<file path="src/design/vurp_pkg.sv">
`timescale 1ns / 1ps
`default_nettype none

package vurp_pkg;

    localparam int DOT_W  = 9;
    localparam int LINE_W = 10;

    localparam int DOTS_PER_LINE_DEF   = 341;
    localparam int LINES_PER_FRAME_DEF = 262;
    localparam int VBLANK_LINE_DEF     = 241;

    localparam int SPACE_AW = 14;
    localparam int PAT_AW   = 13;
    localparam int NT_AW    = 11;
    localparam int PAL_AW   = 5;

    localparam logic [1:0] CMD_TICK  = 2'd0;
    localparam logic [1:0] CMD_READ  = 2'd1;
    localparam logic [1:0] CMD_WRITE = 2'd2;

    localparam logic [2:0] REG_CONTROL = 3'd0;
    localparam logic [2:0] REG_STATUS  = 3'd2;
    localparam logic [2:0] REG_SCROLL  = 3'd5;
    localparam logic [2:0] REG_ADDRESS = 3'd6;
    localparam logic [2:0] REG_DATA    = 3'd7;

    localparam logic [5:0] PAL_PAGE = 6'h3F;

    typedef struct packed {
        logic                rd_en;
        logic                wr_en;
        logic [SPACE_AW-1:0] addr;
        logic [7:0]          wdata;
    } t_mem_req;

    typedef struct packed {
        logic       load_buf;
        logic       use_new;
        logic [7:0] rd_base;
        logic       nmi;
        logic       done;
        logic       vblank;
    } t_item_res;

    function automatic logic is_palette(input logic [SPACE_AW-1:0] a);
        return a[SPACE_AW-1:8] == PAL_PAGE;
    endfunction

    function automatic logic is_pattern(input logic [SPACE_AW-1:0] a);
        return ~a[SPACE_AW-1];
    endfunction

    function automatic logic [NT_AW-1:0] nt_index(input logic [SPACE_AW-1:0] a,
                                                  input logic mirror);
        logic bank;
        bank = mirror ? a[11] : a[10];
        return {bank, a[9:0]};
    endfunction

    function automatic logic [PAL_AW-1:0] pal_index(input logic [SPACE_AW-1:0] a);
        logic [PAL_AW-1:0] p;
        p = a[PAL_AW-1:0];
        if (p[4] && (p[1:0] == 2'b00)) begin
            p[4] = 1'b0;
        end
        return p;
    endfunction

endpackage

`default_nettype wire

</file>
<file path="src/design/vurp_regs.sv">
`timescale 1ns / 1ps
`default_nettype none

module vurp_regs #(
    parameter int DOTS_PER_LINE   = vurp_pkg::DOTS_PER_LINE_DEF,
    parameter int LINES_PER_FRAME = vurp_pkg::LINES_PER_FRAME_DEF,
    parameter int VBLANK_LINE     = vurp_pkg::VBLANK_LINE_DEF
) (
    input  wire logic                i_clk,
    input  wire logic                i_rst_n,
    input  wire logic                i_accept,
    input  wire logic [1:0]          i_command,
    input  wire logic [2:0]          i_reg_index,
    input  wire logic [7:0]          i_write_data,
    input  wire logic [7:0]          i_read_buffer,
    input  wire logic                i_cfg_wr_en,
    input  wire logic                i_cfg_wr_data,
    output vurp_pkg::t_mem_req       o_mem_req,
    output vurp_pkg::t_item_res      o_res,
    output logic                     o_mirror_mode
);
    import vurp_pkg::*;

    localparam logic [DOT_W-1:0]         DOT_LAST  = DOT_W'(DOTS_PER_LINE - 1);
    localparam logic [DOT_W-1:0]         DOT_EDGE  = DOT_W'(1);
    localparam logic signed [LINE_W-1:0] LINE_LAST = LINE_W'(LINES_PER_FRAME - 2);
    localparam logic signed [LINE_W-1:0] LINE_VBL  = LINE_W'(VBLANK_LINE);
    localparam logic signed [LINE_W-1:0] LINE_PRE  = '1;

    logic [7:0]               r_control, n_control;
    logic                     r_vblank, n_vblank;
    logic                     r_toggle, n_toggle;
    logic [15:0]              r_pointer, n_pointer;
    logic [DOT_W-1:0]         r_dot, n_dot;
    logic signed [LINE_W-1:0] r_line, n_line;
    logic                     r_mirror;

    logic [15:0]         inc;
    logic [SPACE_AW-1:0] addr;

    always_comb begin
        n_control = r_control;
        n_vblank  = r_vblank;
        n_toggle  = r_toggle;
        n_pointer = r_pointer;
        n_dot     = r_dot;
        n_line    = r_line;
        o_mem_req = '0;
        o_res     = '0;
        inc       = r_control[2] ? 16'd32 : 16'd1;
        addr      = r_pointer[SPACE_AW-1:0];
        o_mem_req.addr  = addr;
        o_mem_req.wdata = i_write_data;
        if (i_accept) begin
            case (i_command)
                CMD_TICK: begin
                    if (r_dot == DOT_EDGE) begin
                        if (r_line == LINE_PRE) begin
                            n_vblank = 1'b0;
                        end
                        if (r_line == LINE_VBL) begin
                            n_vblank  = 1'b1;
                            o_res.nmi = r_control[7];
                        end
                    end
                    if (r_dot >= DOT_LAST) begin
                        n_dot = '0;
                        if (r_line >= LINE_LAST) begin
                            n_line     = LINE_PRE;
                            o_res.done = 1'b1;
                        end else begin
                            n_line = r_line + LINE_W'(1);
                        end
                    end else begin
                        n_dot = r_dot + DOT_W'(1);
                    end
                end
                CMD_READ: begin
                    case (i_reg_index)
                        REG_STATUS: begin
                            o_res.rd_base = {r_vblank, 2'b00, i_read_buffer[4:0]};
                            n_vblank      = 1'b0;
                            n_toggle      = 1'b0;
                        end
                        REG_DATA: begin
                            o_res.rd_base   = i_read_buffer;
                            o_res.load_buf  = 1'b1;
                            o_res.use_new   = is_palette(addr);
                            o_mem_req.rd_en = 1'b1;
                            n_pointer       = r_pointer + inc;
                        end
                        default: begin
                        end
                    endcase
                end
                CMD_WRITE: begin
                    case (i_reg_index)
                        REG_CONTROL: begin
                            n_control = i_write_data;
                        end
                        REG_SCROLL: begin
                            n_toggle = ~r_toggle;
                        end
                        REG_ADDRESS: begin
                            if (!r_toggle) begin
                                n_pointer = {i_write_data, r_pointer[7:0]};
                            end else begin
                                n_pointer = {r_pointer[15:8], i_write_data};
                            end
                            n_toggle = ~r_toggle;
                        end
                        REG_DATA: begin
                            o_mem_req.wr_en = 1'b1;
                            n_pointer       = r_pointer + inc;
                        end
                        default: begin
                        end
                    endcase
                end
                default: begin
                end
            endcase
        end
        o_res.vblank = n_vblank;
    end

    always_ff @(posedge i_clk) begin
        if (!i_rst_n) begin
            r_control <= '0;
            r_vblank  <= 1'b0;
            r_toggle  <= 1'b0;
            r_pointer <= '0;
            r_dot     <= '0;
            r_line    <= '0;
            r_mirror  <= 1'b0;
        end else begin
            r_control <= n_control;
            r_vblank  <= n_vblank;
            r_toggle  <= n_toggle;
            r_pointer <= n_pointer;
            r_dot     <= n_dot;
            r_line    <= n_line;
            if (i_cfg_wr_en) begin
                r_mirror <= i_cfg_wr_data;
            end
        end
    end

    assign o_mirror_mode = r_mirror;

endmodule

`default_nettype wire

</file>
<file path="config.mk">
export PLATFORM = sky130hd
export DESIGN_NAME = vurp_regs
export DESIGN_NICKNAME = d
export VERILOG_FILES = /design/src/design/vurp_pkg.sv /design/src/design/vurp_regs.sv
export SDC_FILE = /design/constraint.sdc
export NUM_CORES = 1
export LEC_CHECK = 0
export BUFFER_PORTS_ARGS = -buffer_cell sky130_fd_sc_hd__buf_2
export CAP_MARGIN = 25
export CORE_ASPECT_RATIO = 1.1
export CORE_UTILIZATION = 49
export CTS_CLUSTER_SIZE = 25
export DETAILED_ROUTE_END_ITERATION = 6
export GPL_TIMING_DRIVEN = 0
export PLACE_DENSITY = 0.77
export SLEW_MARGIN = 5
export SYNTH_ARGS = -nofsm -noshare
export SYNTH_HDL_FRONTEND = slang
export SYNTH_SLANG_ARGS = --single-unit
</file>
<file path="constraint.sdc">
create_clock -name i_clk -period 1.7 [get_ports i_clk]
set_input_delay 0.17 -clock i_clk [delete_from_list [all_inputs] [get_ports i_clk]]
set_output_delay 0.17 -clock i_clk [all_outputs]
set_load 0.03 [all_outputs]
</file>
==> metrics.txt <==
commonest non-fill, non-tap cells in the layout buf_2, nand2_1, dfxtp_1; Primary FF master, synth dfxtp_1; area growth from synthesis to final layout 28.6%; Wirelength per Cell 16.1 um; worst slack at placement -0.283 ns; die width 71.4 um; min-delay src i_cfg_wr_data; CTS tree done; Crit. End Element output port; Least-Margin Pin Slew 0.576 ns; endpoints failing hold 0; vias per cell 6.20; share of cells above drive strength 1 33.1%; first-pass GRT wire length 11600 um; Synth Register Bits 38; status finished, violations left; htree depth 2; # diodes 0; Cells on Worst Hold Path 3; Pleak between 1 and 1.5 nW; Post-Synth Adder-Cell Area a little under 6%; fin area 0.00334 mm^2; DR iter-0 viols between 200 and 300; leading cell type in the layout, fill and taps excluded buf_2; Detailed Routing Iterations Pass 1 5; post-synthesis mux area share 1.16%; Die Y 78.4 um; Synth Instances around 330; Compound-Gate Fraction of Synth Area 24.2%; VDD IR max 0.353 mV; EDFF count, synth 0; worst setup path startpoint r_line[1]; Root Buffer clkbuf_8; via count of the routed design 2871; power per cell area 623 mW/mm^2; Post-Syn Area 0.00260 mm^2; Setup Skew 0.00782 ns; Worst Slack Setup Final -0.358 ns; worst-path maximum fanout 4; crit path DAT 1.89 ns; area occupied by multi-input gates 0.00180 mm^2; Synth Area in XOR/XNOR 3.37%; Layout Nets about 440; Mean Syn Cell Area between 7 and 8 um^2; Fmax 486 MHz; clk sinks 38; main combinational cell family by area after synthesis simple AND/OR/NAND/NOR gates; post-layout min period 2.06 ns; async set-reset flop share out of synthesis 0%; pin count of the biggest net entering global routing 12; worst skew pair latency 0.30 ns; GPL Wtd Cong 0.912; unrepaired setup endpoints after global routing true; Post-DRT Antenna Nets 0; total grt overflow 0; IO Count 64; post-DP HPWL 5190 um; Simple-Gate Fraction of Synth Area 28.3%; sequential area share after synthesis 29.3%; drt total wl between 7000 and 8000 um; worst path required time 1.53 ns; die area roughly 0.0056 mm^2; all-layer global routing usage between 20% and 30%; initial antenna violation count 0; Sequential Area 782 um^2; final slew viol count 0; Max Cap Viol 0; core area roughly 0.005 mm^2; Worst setup SP type flop; Remaining DRCs 0; final-layout fill cell count approximately 460; Distinct cells, synth 57; RR Startpoint r_control[2]; final core utilization 66.0%; vias in the first global route between 2000 and 3000; failing checks negative setup slack; Setup Viol. Count Final 2; Initial Util 51.3%; Yosys warnings 0; Slew HR about three fifths; Clock transition at path regs 0.08 ns; Tcrit/Tclk final 121%; Post-DP Area 0.00299 mm^2; Setup Crit Path Kind flop to output port; maximum clock insertion buffer count 2; Num CTS Buffers 5; row cnt 27; Syn Nets 371; Port Buf Inserts 59; Hold Crit Class input pin to flop; Worst R2R Path Depth 7
-- final timing paths --
kind | to | slack [ns]
worst min register to register | r_control[7] | 0.51
worst min-delay path | o_mirror_mode | 0.13
worst max register to register | r_pointer[12] | 0.06
worst max-delay path | o_res[2] | -0.36
-- synth_stat cells (4+ instances only) --
| cell | number | share of area, % |
|---|---|---|
| o31ai_1 | 5 | 1.4 |
| xor2_1 | 6 | 2.0 |
| nor2_1 | 23 | 3.3 |
| o211ai_1 | 6 | 1.7 |
| or4_1 | 4 | 1.2 |
| a21oi_1 | 18 | 3.5 |
| nand2_1 | 27 | 3.9 |
| xnor2_1 | 4 | 1.3 |
| dfxtp_1 | 38 | 29 |
| buf_2 | 4 | 0.77 |
| a31oi_1 | 9 | 2.2 |
| nand3_1 | 24 | 4.6 |
| nand4_1 | 10 | 2.4 |
| and2_1 | 8 | 1.9 |
| ha_1 | 12 | 5.8 |
| and3_1 | 13 | 3.1 |
| inv_1 | 15 | 2.2 |
| and4_1 | 5 | 1.7 |
| nor3_1 | 7 | 1.3 |
| buf_4 | 10 | 2.9 |
| clkbuf_1 | 10 | 1.4 |
| a211oi_1 | 5 | 1.4 |
| o21ai_0 | 8 | 1.5 |
| o22ai_1 | 6 | 1.4 |
-- sequential cells by signal, summed over array words and instances (netlist names) --
register	cells
r_pointer	14
r_toggle	1
r_dot	9
r_vblank	1
o_mirror_mode	1
r_control	2
r_line	10
-- metrics by stage --
stage	std cells	total power, W	hold WS (ns)	setup TNS (ns)
detailed placement	450	0.00128	0.436	-2.85
floorplan	333	0.00117	0.317	-0.00418
CTS	458	0.00208	0.124	-0.963
finish	463	0.00208	0.129	-0.704
global route	463	0.00215	0.131	-0.926
global placement	450	0.00127	0.415	-2.41
-- area by class of cell --
cell class / instances / area share [%]
multi-input combinational: 252 / 53.8
sequential: 38 / 23.4
timing repair buffer: 67 / 11.2
buffer: 25 / 4.31
clock buffer: 6 / 2.47
tap: 58 / 2.17
inverter: 16 / 1.80
clock inverter: 1 / 0.899
-- metal layers --
layer	global-route usage, %	wire length (um)	vias up
li1	-	-	1380
met4	10.6	129	0
met1	30.9	3050	1352
met5	0	0	-
met2	46.0	3870	126
met3	4.11	420	13
-- worst max-delay path, stage by stage, from the launching register on --
cell	delay, ns
dfxtp_2	0.34
inv_2	0.07
ha_1	0.15
nor3b_2	0.16
nand4_1	0.14
or4_4	0.48
nor2_4	0.12
buf_6	0.14
-- report_power, final --
part           internal [W]  switching, W  total, W  leakage [nW]
Combinational      0.000122      0.000219  0.000341         0.978
Clock              0.000470      0.000334  0.000803        0.0573
Sequential         0.000909     0.0000289  0.000938         0.315
-- what timing repair did --
| action | 4_1_cts | 5_1_grt |
|---|---|---|
| endpoints found under the setup margin | 9 | 35 |
| buffers inserted | 3 | 5 |
| hold buffers | 0 | 0 |
| pin swaps | 6 | 8 |
| gates resized for setup | 27 | 30 |
| gates cloned | 0 | 0 |
-- kinds of logic after synthesis --
family | count (synthesis)
simple gates | 138
compound gates | 89
buf+inv | 43
flops | 38
fa+ha+maj | 12
xor+xnor | 10
mux | 3
No activity file was read; power rests on OpenSTA's default activity.
